===== config.mk =====
export PLATFORM = sky130hd
export DESIGN_NAME = length_prefixed_frame_indexer
export DESIGN_NICKNAME = d
export VERILOG_FILES = /design/src/sv/lfi_pkg.sv /design/src/sv/lfi_in_reg.sv /design/src/sv/lfi_core.sv /design/src/sv/lfi_out_reg.sv /design/src/sv/length_prefixed_frame_indexer.sv
export SDC_FILE = /design/constraint.sdc
export NUM_CORES = 1
export LEC_CHECK = 0
export BUFFER_PORTS_ARGS = -buffer_cell sky130_fd_sc_hd__buf_4
export CAP_MARGIN = 20
export CORE_AREA = 2 2 229 231
export DETAILED_ROUTE_END_ITERATION = 6
export DIE_AREA = 0 0 231 233
export GPL_ROUTABILITY_DRIVEN = 0
export PLACE_DENSITY_LB_ADDON = 0.15
export SYNTH_ARGS = -nofsm -noshare
export SYNTH_HDL_FRONTEND = slang
export SYNTH_SLANG_ARGS = --single-unit

===== constraint.sdc =====
create_clock -name clk -period 19.25 [get_ports clk]
set_input_delay 2.8875 -clock clk [delete_from_list [all_inputs] [get_ports clk]]
set_output_delay 2.8875 -clock clk [all_outputs]
set_load 0.02 [all_outputs]

===== src/sv/lfi_pkg.sv =====
// Package for the length-prefixed frame indexer.
// Holds the request and result item types and the code constants.
// No dependencies; every other file of the block imports it.
`default_nettype none

package lfi_pkg;

  // Request type codes.
  localparam logic REQ_START = 1'b0;
  localparam logic REQ_BYTE  = 1'b1;

  // Result kind codes.
  localparam logic KIND_FRAME = 1'b0;
  localparam logic KIND_FINAL = 1'b1;

  // Final status codes.
  localparam logic [2:0] STATUS_VALID         = 3'd0;
  localparam logic [2:0] STATUS_BAD_COUNT     = 3'd1;
  localparam logic [2:0] STATUS_COUNT_OVER    = 3'd2;
  localparam logic [2:0] STATUS_PAYLOAD_OVER  = 3'd3;
  localparam logic [2:0] STATUS_TRUNCATED     = 3'd4;
  localparam logic [2:0] STATUS_ZERO_LENGTH   = 3'd5;
  localparam logic [2:0] STATUS_FRAME_OVER    = 3'd6;
  localparam logic [2:0] STATUS_TRAILING      = 3'd7;

  // Configuration register indexes.
  localparam logic [1:0] CFG_TOTAL_BYTES      = 2'd0;
  localparam logic [1:0] CFG_EXPECTED_FRAMES  = 2'd1;
  localparam logic [1:0] CFG_MAX_FRAME_LENGTH = 2'd2;

  // Size of a frame's length word in bytes.
  localparam logic [32:0] LENGTH_WORD_BYTES = 33'd4;

  typedef struct packed {
    logic       req_type;
    logic [7:0] data_byte;
  } req_item_t;

  typedef struct packed {
    logic        result_kind;
    logic [15:0] frame_index;
    logic [31:0] frame_offset;
    logic [31:0] frame_length;
    logic [2:0]  status;
  } rsp_item_t;

endpackage

`default_nettype wire


===== src/sv/lfi_in_reg.sv =====
// Input register of the frame indexer: holds one accepted request.
// Depends on lfi_pkg for the request item type.
`default_nettype none

module lfi_in_reg
  import lfi_pkg::*;
(
  input  wire logic      clk,
  input  wire logic      rst,
  input  wire logic      req_valid,
  output logic           req_stall,
  input  wire req_item_t req,
  input  wire logic      take,
  output logic           item_valid,
  output req_item_t      item
);

  logic full;
  logic accept;

  // A new request enters when the register is empty or drains this cycle.
  assign req_stall  = full && !take;
  assign accept     = req_valid && !req_stall;
  assign item_valid = full;

  always_ff @(posedge clk) begin
    if (rst) begin
      full <= 1'b0;
    end else if (accept) begin
      full <= 1'b1;
    end else if (take) begin
      full <= 1'b0;
    end
  end

  // Payload needs no reset.
  always_ff @(posedge clk) begin
    if (accept) begin
      item <= req;
    end
  end

endmodule

`default_nettype wire


===== src/sv/lfi_core.sv =====
// Run state, configuration registers and per-byte checks of the frame indexer.
// Depends on lfi_pkg for item types, status codes and register indexes.
`default_nettype none

module lfi_core
  import lfi_pkg::*;
#(
  parameter logic [31:0] MAX_PAYLOAD_BYTES = 32'd16777216,
  parameter logic [15:0] MAX_FRAMES        = 16'd4096
)
(
  input  wire logic        clk,
  input  wire logic        rst,
  input  wire logic        cfg_we,
  input  wire logic [1:0]  cfg_index,
  input  wire logic [31:0] cfg_data,
  input  wire logic        step,
  input  wire req_item_t   item,
  output logic             res_valid,
  output rsp_item_t        res
);

  // Configuration registers.
  logic [31:0] total_bytes;
  logic [15:0] expected_frames;
  logic [31:0] max_frame_length;

  // Run state.
  logic        in_body;
  logic [31:0] length_accum;
  logic [1:0]  length_bytes_seen;
  logic [31:0] byte_offset;
  logic [31:0] body_remaining;
  logic [15:0] frames_done;
  logic        run_finished;

  logic        in_body_next;
  logic [31:0] length_accum_next;
  logic [1:0]  length_bytes_seen_next;
  logic [31:0] byte_offset_next;
  logic [31:0] body_remaining_next;
  logic [15:0] frames_done_next;
  logic        run_finished_next;

  logic [31:0] offset_inc;
  logic [31:0] accum_merged;
  logic [31:0] remaining_dec;
  logic [15:0] frames_inc;
  logic [32:0] frame_end;
  logic [32:0] word_end;

  // Configuration writes; indexes past the list are ignored.
  always_ff @(posedge clk) begin
    if (rst) begin
      total_bytes      <= '0;
      expected_frames  <= 16'd1;
      max_frame_length <= '1;
    end else if (cfg_we) begin
      unique case (cfg_index)
        CFG_TOTAL_BYTES:      total_bytes      <= cfg_data;
        CFG_EXPECTED_FRAMES:  expected_frames  <= cfg_data[15:0];
        CFG_MAX_FRAME_LENGTH: max_frame_length <= cfg_data;
        default: ;
      endcase
    end
  end

  // Shared arithmetic for one byte.
  always_comb begin
    offset_inc    = byte_offset + 32'd1;
    accum_merged  = length_accum | ({24'd0, item.data_byte} << {length_bytes_seen, 3'b000});
    remaining_dec = (body_remaining != 32'd0) ? body_remaining - 32'd1 : body_remaining;
    frames_inc    = frames_done + 16'd1;
    // The frame overruns the payload when offset plus length passes its size.
    frame_end     = {1'b0, offset_inc} + {1'b0, accum_merged};
    // The next length word fits when offset plus four stays within the size.
    word_end      = {1'b0, offset_inc} + LENGTH_WORD_BYTES;
  end

  // Next state and result for the request in the input register.
  always_comb begin
    in_body_next           = in_body;
    length_accum_next      = length_accum;
    length_bytes_seen_next = length_bytes_seen;
    byte_offset_next       = byte_offset;
    body_remaining_next    = body_remaining;
    frames_done_next       = frames_done;
    run_finished_next      = run_finished;
    res_valid              = 1'b0;
    res.result_kind        = KIND_FINAL;
    res.frame_index        = frames_done;
    res.frame_offset       = byte_offset;
    res.frame_length       = '0;
    res.status             = STATUS_VALID;

    if (item.req_type == REQ_START) begin
      // Start: clear the run, then the upfront checks in order.
      in_body_next           = 1'b0;
      length_accum_next      = '0;
      length_bytes_seen_next = '0;
      byte_offset_next       = '0;
      body_remaining_next    = '0;
      frames_done_next       = '0;
      run_finished_next      = 1'b1;
      res_valid              = 1'b1;
      res.frame_index        = '0;
      res.frame_offset       = '0;
      priority if (total_bytes > MAX_PAYLOAD_BYTES) begin
        res.status = STATUS_PAYLOAD_OVER;
      end else if (expected_frames == 16'd0) begin
        res.status = STATUS_BAD_COUNT;
      end else if (expected_frames > MAX_FRAMES) begin
        res.status = STATUS_COUNT_OVER;
      end else if (total_bytes < 32'd4) begin
        res.status = STATUS_TRUNCATED;
      end else begin
        run_finished_next = 1'b0;
        res_valid         = 1'b0;
      end
    end else if (!run_finished && !in_body) begin
      // Length word byte, least significant first.
      byte_offset_next  = offset_inc;
      length_accum_next = accum_merged;
      res.frame_offset  = offset_inc;
      if (length_bytes_seen != 2'd3) begin
        length_bytes_seen_next = length_bytes_seen + 2'd1;
      end else begin
        length_bytes_seen_next = '0;
        res_valid              = 1'b1;
        run_finished_next      = 1'b1;
        priority if (accum_merged == 32'd0) begin
          res.status = STATUS_ZERO_LENGTH;
        end else if (accum_merged > max_frame_length) begin
          res.status = STATUS_FRAME_OVER;
        end else if (frame_end > {1'b0, total_bytes}) begin
          res.status = STATUS_TRUNCATED;
        end else begin
          // Good length: emit the frame entry and enter the body.
          run_finished_next   = 1'b0;
          res.result_kind     = KIND_FRAME;
          res.frame_length    = accum_merged;
          body_remaining_next = accum_merged;
          length_accum_next   = '0;
          in_body_next        = 1'b1;
        end
      end
    end else if (!run_finished) begin
      // Body byte; the last one closes the frame.
      byte_offset_next    = offset_inc;
      body_remaining_next = remaining_dec;
      if (remaining_dec == 32'd0) begin
        in_body_next     = 1'b0;
        frames_done_next = frames_inc;
        res.frame_index  = frames_inc;
        res.frame_offset = offset_inc;
        if (frames_inc >= expected_frames) begin
          res_valid         = 1'b1;
          run_finished_next = 1'b1;
          res.status = (offset_inc != total_bytes) ? STATUS_TRAILING : STATUS_VALID;
        end else if (word_end > {1'b0, total_bytes}) begin
          res_valid         = 1'b1;
          run_finished_next = 1'b1;
          res.status        = STATUS_TRUNCATED;
        end
      end
    end
  end

  // State update, one request per cycle while step is high.
  always_ff @(posedge clk) begin
    if (rst) begin
      in_body           <= 1'b0;
      length_accum      <= '0;
      length_bytes_seen <= '0;
      byte_offset       <= '0;
      body_remaining    <= '0;
      frames_done       <= '0;
      run_finished      <= 1'b1;
    end else if (step) begin
      in_body           <= in_body_next;
      length_accum      <= length_accum_next;
      length_bytes_seen <= length_bytes_seen_next;
      byte_offset       <= byte_offset_next;
      body_remaining    <= body_remaining_next;
      frames_done       <= frames_done_next;
      run_finished      <= run_finished_next;
    end
  end

endmodule

`default_nettype wire


===== src/sv/lfi_out_reg.sv =====
// Result register of the frame indexer: holds one result until taken.
// Depends on lfi_pkg for the result item type.
`default_nettype none

module lfi_out_reg
  import lfi_pkg::*;
(
  input  wire logic      clk,
  input  wire logic      rst,
  input  wire logic      load,
  input  wire rsp_item_t result,
  output logic           ready,
  output logic           rsp_valid,
  input  wire logic      rsp_stall,
  output rsp_item_t      rsp
);

  // Room for a new result when empty or when the held one leaves this cycle.
  assign ready = !rsp_valid || !rsp_stall;

  always_ff @(posedge clk) begin
    if (rst) begin
      rsp_valid <= 1'b0;
    end else if (ready) begin
      rsp_valid <= load;
    end
  end

  always_ff @(posedge clk) begin
    if (ready && load) begin
      rsp <= result;
    end
  end

endmodule

`default_nettype wire


===== src/sv/length_prefixed_frame_indexer.sv =====
// Top level of the length-prefixed frame indexer.
// Depends on lfi_pkg, lfi_in_reg, lfi_core and lfi_out_reg.
//
//   Channel   Signals                         Carries
//   request   req_valid, req_stall, req       start or one payload byte
//   result    rsp_valid, rsp_stall, rsp       frame entry or final status
//   config    cfg_we, cfg_index, cfg_data     register writes, no read-back
//
// One request is taken every cycle while the result side does not stall; it is
// held in the input register and processed by lfi_core, and any result is then
// registered in the result register, from which it can leave.
// Synchronous reset clears the run state and loads the register defaults.
// A stall on the result side holds the result register and, through it,
// stalls the request side once the input register is full.
`default_nettype none

module length_prefixed_frame_indexer
  import lfi_pkg::*;
#(
  parameter logic [31:0] MAX_PAYLOAD_BYTES = 32'd16777216,
  parameter logic [15:0] MAX_FRAMES        = 16'd4096
)
(
  input  wire logic        clk,
  input  wire logic        rst,
  input  wire logic        req_valid,
  output logic             req_stall,
  input  wire req_item_t   req,
  output logic             rsp_valid,
  input  wire logic        rsp_stall,
  output rsp_item_t        rsp,
  input  wire logic        cfg_we,
  input  wire logic [1:0]  cfg_index,
  input  wire logic [31:0] cfg_data
);

  logic      item_valid;
  req_item_t item;
  logic      out_ready;
  logic      step;
  logic      res_valid;
  rsp_item_t res;

  // A held request is processed whenever the result register has room.
  assign step = item_valid && out_ready;

  lfi_in_reg u_in_reg (
    .clk        (clk),
    .rst        (rst),
    .req_valid  (req_valid),
    .req_stall  (req_stall),
    .req        (req),
    .take       (step),
    .item_valid (item_valid),
    .item       (item)
  );

  lfi_core #(
    .MAX_PAYLOAD_BYTES (MAX_PAYLOAD_BYTES),
    .MAX_FRAMES        (MAX_FRAMES)
  ) u_core (
    .clk       (clk),
    .rst       (rst),
    .cfg_we    (cfg_we),
    .cfg_index (cfg_index),
    .cfg_data  (cfg_data),
    .step      (step),
    .item      (item),
    .res_valid (res_valid),
    .res       (res)
  );

  lfi_out_reg u_out_reg (
    .clk       (clk),
    .rst       (rst),
    .load      (step && res_valid),
    .result    (res),
    .ready     (out_ready),
    .rsp_valid (rsp_valid),
    .rsp_stall (rsp_stall),
    .rsp       (rsp)
  );

endmodule

`default_nettype wire

# Word-level counts from Yosys, hierarchy flattened
# Cells that the tools add are included.
# word_totals
ff_bits	291
out_inout_bits	86
# op_classes
addsub	6
order_cmp	7
eq_ne	14
shifts	1
mux	71
bitwise_logic	3
n_reduce_logical	30
# op_table
cell	n
$mux 32	18
$mux 48	2
$mux 16	5
$gt 33x32->1	2
$logic_not 32->1	2
$mux 3	15
$add 32x3->33 const B	1
$add 32x32->33	1
$add 32x1->32 const B	1
$gt 32x25->1 const B	1
$gt 32x32->1	1
$lt 32x3->1 const B	1
$ne 32x32->1	1
$or 32x32->32	1
$reduce_bool 32->1	1
$shl 8x5->32	1
$sub 32x1->32 const B	1
$mux 1	28
$add 16x1->16 const B	1
$ge 16x16->1	1
$gt 16x13->1 const B	1
$logic_not 16->1	1
$ne 3x3->1 const B	5
$reduce_and 2->1	6
other kinds (18)	34

# Depth between registers and ports, before layout
# depth
depth_word	11
mapped_depth	28
mapped_depth_nobuf	25

# Hierarchy
# From an unflattened synthesis, not the netlist that was laid out.
# unflattened
hier_cells	2473
area_unflattened_um2	20034.2
# modules_own_cells
mod	n_inst	cells_per_inst	area_each_um2	seq_area_each_um2
lfi_core	1	2369	17140.2	3923.8
lfi_out_reg	1	89	2561.2	2542.4
lfi_in_reg	1	13	320.3	290.3
length_prefixed_frame_indexer	1	2	12.5	0.0

# Worst setup path before layout
# Ideal clock, no wire load.
# synth_path
path_kind	register -> register
start	register u_core.byte_offset[4]
end	register u_out_reg.rsp[0] (netlist name)
setup_time_ns	0.554
arrival_ns	8.515
setup_slack_ns	10.181
stages_incl_launch_ff	20
n_path_buf	1
period_less_slack_ns	9.069
cell_sequence	dfxtp_1 -> buf_2 -> nand3_1 -> or3_1 -> and2_1 -> or4b_1 -> or4_1 -> nor3_2 -> nand3_1 -> nor3_1 -> xnor2_1 -> ha_1 -> and4_1 -> nand3_1 -> or2_2 -> o22ai_1 -> o21a_1 -> a311oi_1 -> a21o_1 -> a21oi_1
# synth_between
elab_chain_len	11
# synth_lines
item	line_no	source
start: declaration	lfi_core.sv:32	logic [31:0] byte_offset;
start signal: assignment	lfi_core.sv:183	byte_offset <= byte_offset_next;
$add 32x1->32	lfi_core.sv:70	offset_inc = byte_offset + 32'd1;
$add 32x3->33	lfi_core.sv:77	word_end = {1'b0, offset_inc} + LENGTH_WORD_BYTES;
$gt 33x32->1	lfi_core.sv:160	end else if (word_end > {1'b0, total_bytes}) begin
$mux 1	lfi_core.sv:160	
$mux 1	lfi_core.sv:156	if (frames_inc >= expected_frames) begin
$mux 1	lfi_core.sv:151	if (remaining_dec == 32'd0) begin
$mux 1	lfi_core.sv:147	end else if (!run_finished) begin
$mux 1	lfi_core.sv:120	end else if (!run_finished && !in_body) begin
$mux 1	lfi_core.sv:96	if (item.req_type == REQ_START) begin
$logic_and 1x1->1	length_prefixed_frame_indexer.sv:76	.load (step && res_valid),
$logic_and 1x1->1	lfi_out_reg.sv:30	if (ready && load) begin
# No other way between the ends.
# A chain may end at the register's enable or synchronous reset.

# Final worst setup path
# layout_path
start	register u_core.byte_offset[0]
end	register u_core.body_remaining[5]
# layout_between
elab_chain_len	5
# layout_lines
item	line_no	source
$add 32x1->32	lfi_core.sv:70	
$add 32x32->33	lfi_core.sv:75	frame_end = {1'b0, offset_inc} + {1'b0, accum_merged};
$gt 33x32->1	lfi_core.sv:135	end else if (frame_end > {1'b0, total_bytes}) begin
$ne 3x3->1 (no line)	-	
$reduce_and 6->1 (no line)	-	
end signal: assignment	lfi_core.sv:184	body_remaining <= body_remaining_next;
end: declaration	lfi_core.sv:33	logic [31:0] body_remaining;
# No other way between the ends.

==> flow_metrics.env <==
export IMPL_setup_tns_ps=0
export IMPL_yosys_warnings=0
export IMPL_crit_family="compound AO/OA/AOI/OAI gates"
export IMPL_clock_latency_ps=570
export IMPL_start_util_pct=39.9
export IMPL_grt_max_degree=65
export IMPL_setup_viol=0
export IMPL_cts_sinks=291
export IMPL_grt_pass1_wl_um=110000
export IMPL_routed_wl_um=71900
export IMPL_place_area_um2=21900
export IMPL_cpMostUsedCell="ha_1"
export IMPL_layout_nets=2800
export IMPL_worstSetupPathType="register to register"
export IMPL_path_buf_inv=3
export IMPL_post_route_util_pct=45.1
export IMPL_synth_avg_cell_area_um2=7.96
export IMPL_drtPass1Iterations=5
export IMPL_mostFrequentLayoutCell="nand2_1"
export IMPL_synthAdderAreaFrac_pct=9.24
export IMPL_ys_seq_elements=291
export IMPL_irDropWorstVdd_uv=63.0
export IMPL_setup_ws_ps=11090
export IMPL_fin_crit_sh_pct=42.4
export IMPL_die_w_um=231
export IMPL_viasPerCell=6.00
export IMPL_grt_overflow_total=0
export IMPL_antenna_cells=0
export IMPL_ys_seq_area_share_pct=33.1
export IMPL_maxSlewViolCount=0
export IMPL_worstPathMaxFanout=23
export IMPL_dpl_hpwl_um=53400
export IMPL_synth_top_family_by_area="simple AND/OR/NAND/NOR gates"
export IMPL_whs_ps=474
export IMPL_layout_common_cells="nand2_1 (285), a21oi_1 (247), nor2_1 (204), dfxtp_1 (198), inv_1 (161)"
export IMPL_seq_area_um2=6760
export IMPL_synth_area_um2=20400
export IMPL_num_rows=83
export IMPL_root_buffer="clkbuf_16"
export IMPL_io_pins=134
export IMPL_fp_dieArea_um2=53800
export IMPL_cts_hold_fix_buffers=0
export IMPL_track_usage_pct=26.1
export IMPL_grt_pass1_vias=18400
export IMPL_synthDistinctLibCells=91
export IMPL_cts_tree="built"
export IMPL_cp_data_arrival_time_ps=8640
export IMPL_post_cts_buffers=0
export IMPL_fin_crit_ps=8160
export IMPL_drc=0
export IMPL_tightest_slew_ps=1070
export IMPL_fmax_mhz=123
export IMPL_postCtsResizedCells=0
export IMPL_required_ps=19730
export IMPL_synthSimpleGateAreaFrac_pct=23.6
export IMPL_ys_async_sr_fraction_pct=0
export IMPL_drt_iter0_markers=1798
export IMPL_synth_compound_area_share_pct=21.5
export IMPL_cts_htree_levels=2
export IMPL_nFillCells=5144
export IMPL_synthMuxAreaShare_pct=0.497
export IMPL_p_leak_nw=9.32
export IMPL_preCtsSetupSlack_ps=10970
export IMPL_vias=19900
export IMPL_routedWlPerCell_um=21.7
export IMPL_max_cap_violations=0
export IMPL_core_area_um2=51100
export IMPL_endpoint_kind="register"
export IMPL_post_route_cell_area_um2=23100
export IMPL_drive_above_1_share_pct=9.66
export IMPL_fin_worst_skew_ps=24.1
export IMPL_antenna_found_initial=0
export IMPL_synth_ff_type="dfxtp_1"
export IMPL_cts_buffers=36
export IMPL_area_growth_pct=13.0
export IMPL_synth_xor_area_share_pct=5.94
export IMPL_run_status="complete, no violations"
export IMPL_synthCells=2561
export IMPL_synth_edf_count=93
export IMPL_power_density_nw_per_um2=68.4
export IMPL_slowest_stage="a2111oi_0"
export IMPL_rsz0062_at_grt="no"
export IMPL_io_buffers=133
export IMPL_die_h_um=233
export IMPL_hold_path_class="register to register"
export IMPL_max_stage_delay_ps=740
export IMPL_postRouteAntennaNets=0
export IMPL_clkTransAtPathRegs_ps=60
export IMPL_clockBufferDepth=3
export IMPL_hold_viol=0
export IMPL_synth_nets=2759
export IMPL_cp_start_kind="register"
export IMPL_slew_headroom_pct=28.6
export IMPL_multi_input_area_um2=12500
[per-layer routing]
layer	vias up	track usage, %	wire [µm]
met5	-	0	0
met4	0	10.6	2780
li1	9482	-	-
met2	807	42.4	32800
met3	146	2.86	4420
met1	9434	35.4	31900
[metrics by stage]
stage	instances	total power (W)
detailed placement	3241	0.000902
floorplan	2561	0.000814
global placement	3241	0.000900
global route	3310	0.00163
finish	3310	0.00158
CTS	3307	0.00159
[synth_stat cells, drive strengths merged (17+ instances only)]
master,number,area [µm²]
nand2,285,1070
a21oi,249,1250
nor2,205,769
dfxtp,198,3960
inv,163,612
ha,149,1860
clkbuf,136,512
o21ai,120,601
nor3,107,557
edfxtp,93,2790
xnor2,93,815
nand3,60,305
nand4,58,363
or3,54,353
nor4,48,343
o211ai,45,338
a21o,41,308
xor2,35,307
a22oi,31,233
and3,30,188
a31oi,25,163
o22ai,24,150
buf,22,105
a211oi,18,135
or4,18,135
nand2b,17,106
[where the power goes]
group	switching, W	leakage [nW]	internal (W)
logic	0.000159	6.28	0.0000713
registers	0.0000127	2.47	0.000650
clock network	0.000284	0.565	0.000400
total	0.000455	9.32	0.00112
[final timing paths]
kind	startpoint	end	slack, ps	cells after the start
worst max register to register	u_core.byte_offset[0]	u_core.body_remaining[5]	11090	26
worst max-delay path	u_core.byte_offset[0]	u_core.body_remaining[5]	11090	26
worst min register to register	u_core.total_bytes[30]	u_core.total_bytes[30]	470	2
worst min-delay path	u_core.total_bytes[30]	u_core.total_bytes[30]	470	2
[state kept, by name, indices dropped and copies added (netlist names)]
name	count
u_core.length_accum	32
u_core.body_remaining	32
u_out_reg.rsp_valid	1
u_core.max_frame_length	32
u_in_reg.item_valid	1
u_core.frames_done	16
u_core.run_finished	1
u_out_reg.rsp	84
u_core.byte_offset	32
u_in_reg.item	9
u_core.in_body	1
u_core.total_bytes	32
u_core.expected_frames	16
u_core.length_bytes_seen	2
[logic make-up (layout without fill, tap and decap cells)]
group / count (synthesis) / in the layout
multiplexers: 10 / 10
AO/OA/AOI/OAI: 694 / 694
AND/OR/NAND/NOR: 962 / 962
XOR/XNOR: 132 / 132
adder cells (fa/ha/maj): 150 / 150
flip-flops: 291 / 291
buffers and inverters: 322 / 391
[worst reg2reg max path: stages (launching register included)]
cell       delay [ps]
dfxtp_1           460
ha_1              480
clkinv_1          390
nor4_1            570
xor2_1            450
ha_1              400
a21oi_1           160
nand2_1            60
o21ai_0           280
a31oi_1           170
a41o_1            340
a2111oi_0         740
nor3_1            170
o41ai_1           410
xnor2_1           180
ha_1              270
a211oi_1          240
o21ai_0           120
a211oi_1          190
o21a_1            150
a221oi_1           80
nor4b_1           260
buf_4             210
a311oi_2          100
buf_4             250
or3_1             660
o22ai_1           300
[cell type report]
| class | instances | area share (%) |
|---|---|---|
| Multi-Input combinational cell | 1948 | 54.0 |
| Sequential cell | 291 | 29.3 |
| Timing Repair Buffer | 161 | 5.23 |
| Clock buffer | 53 | 4.46 |
| Tap cell | 680 | 3.69 |
| Inverter | 164 | 2.67 |
| Clock inverter | 13 | 0.608 |
Power figures use the tool's default switching activity.
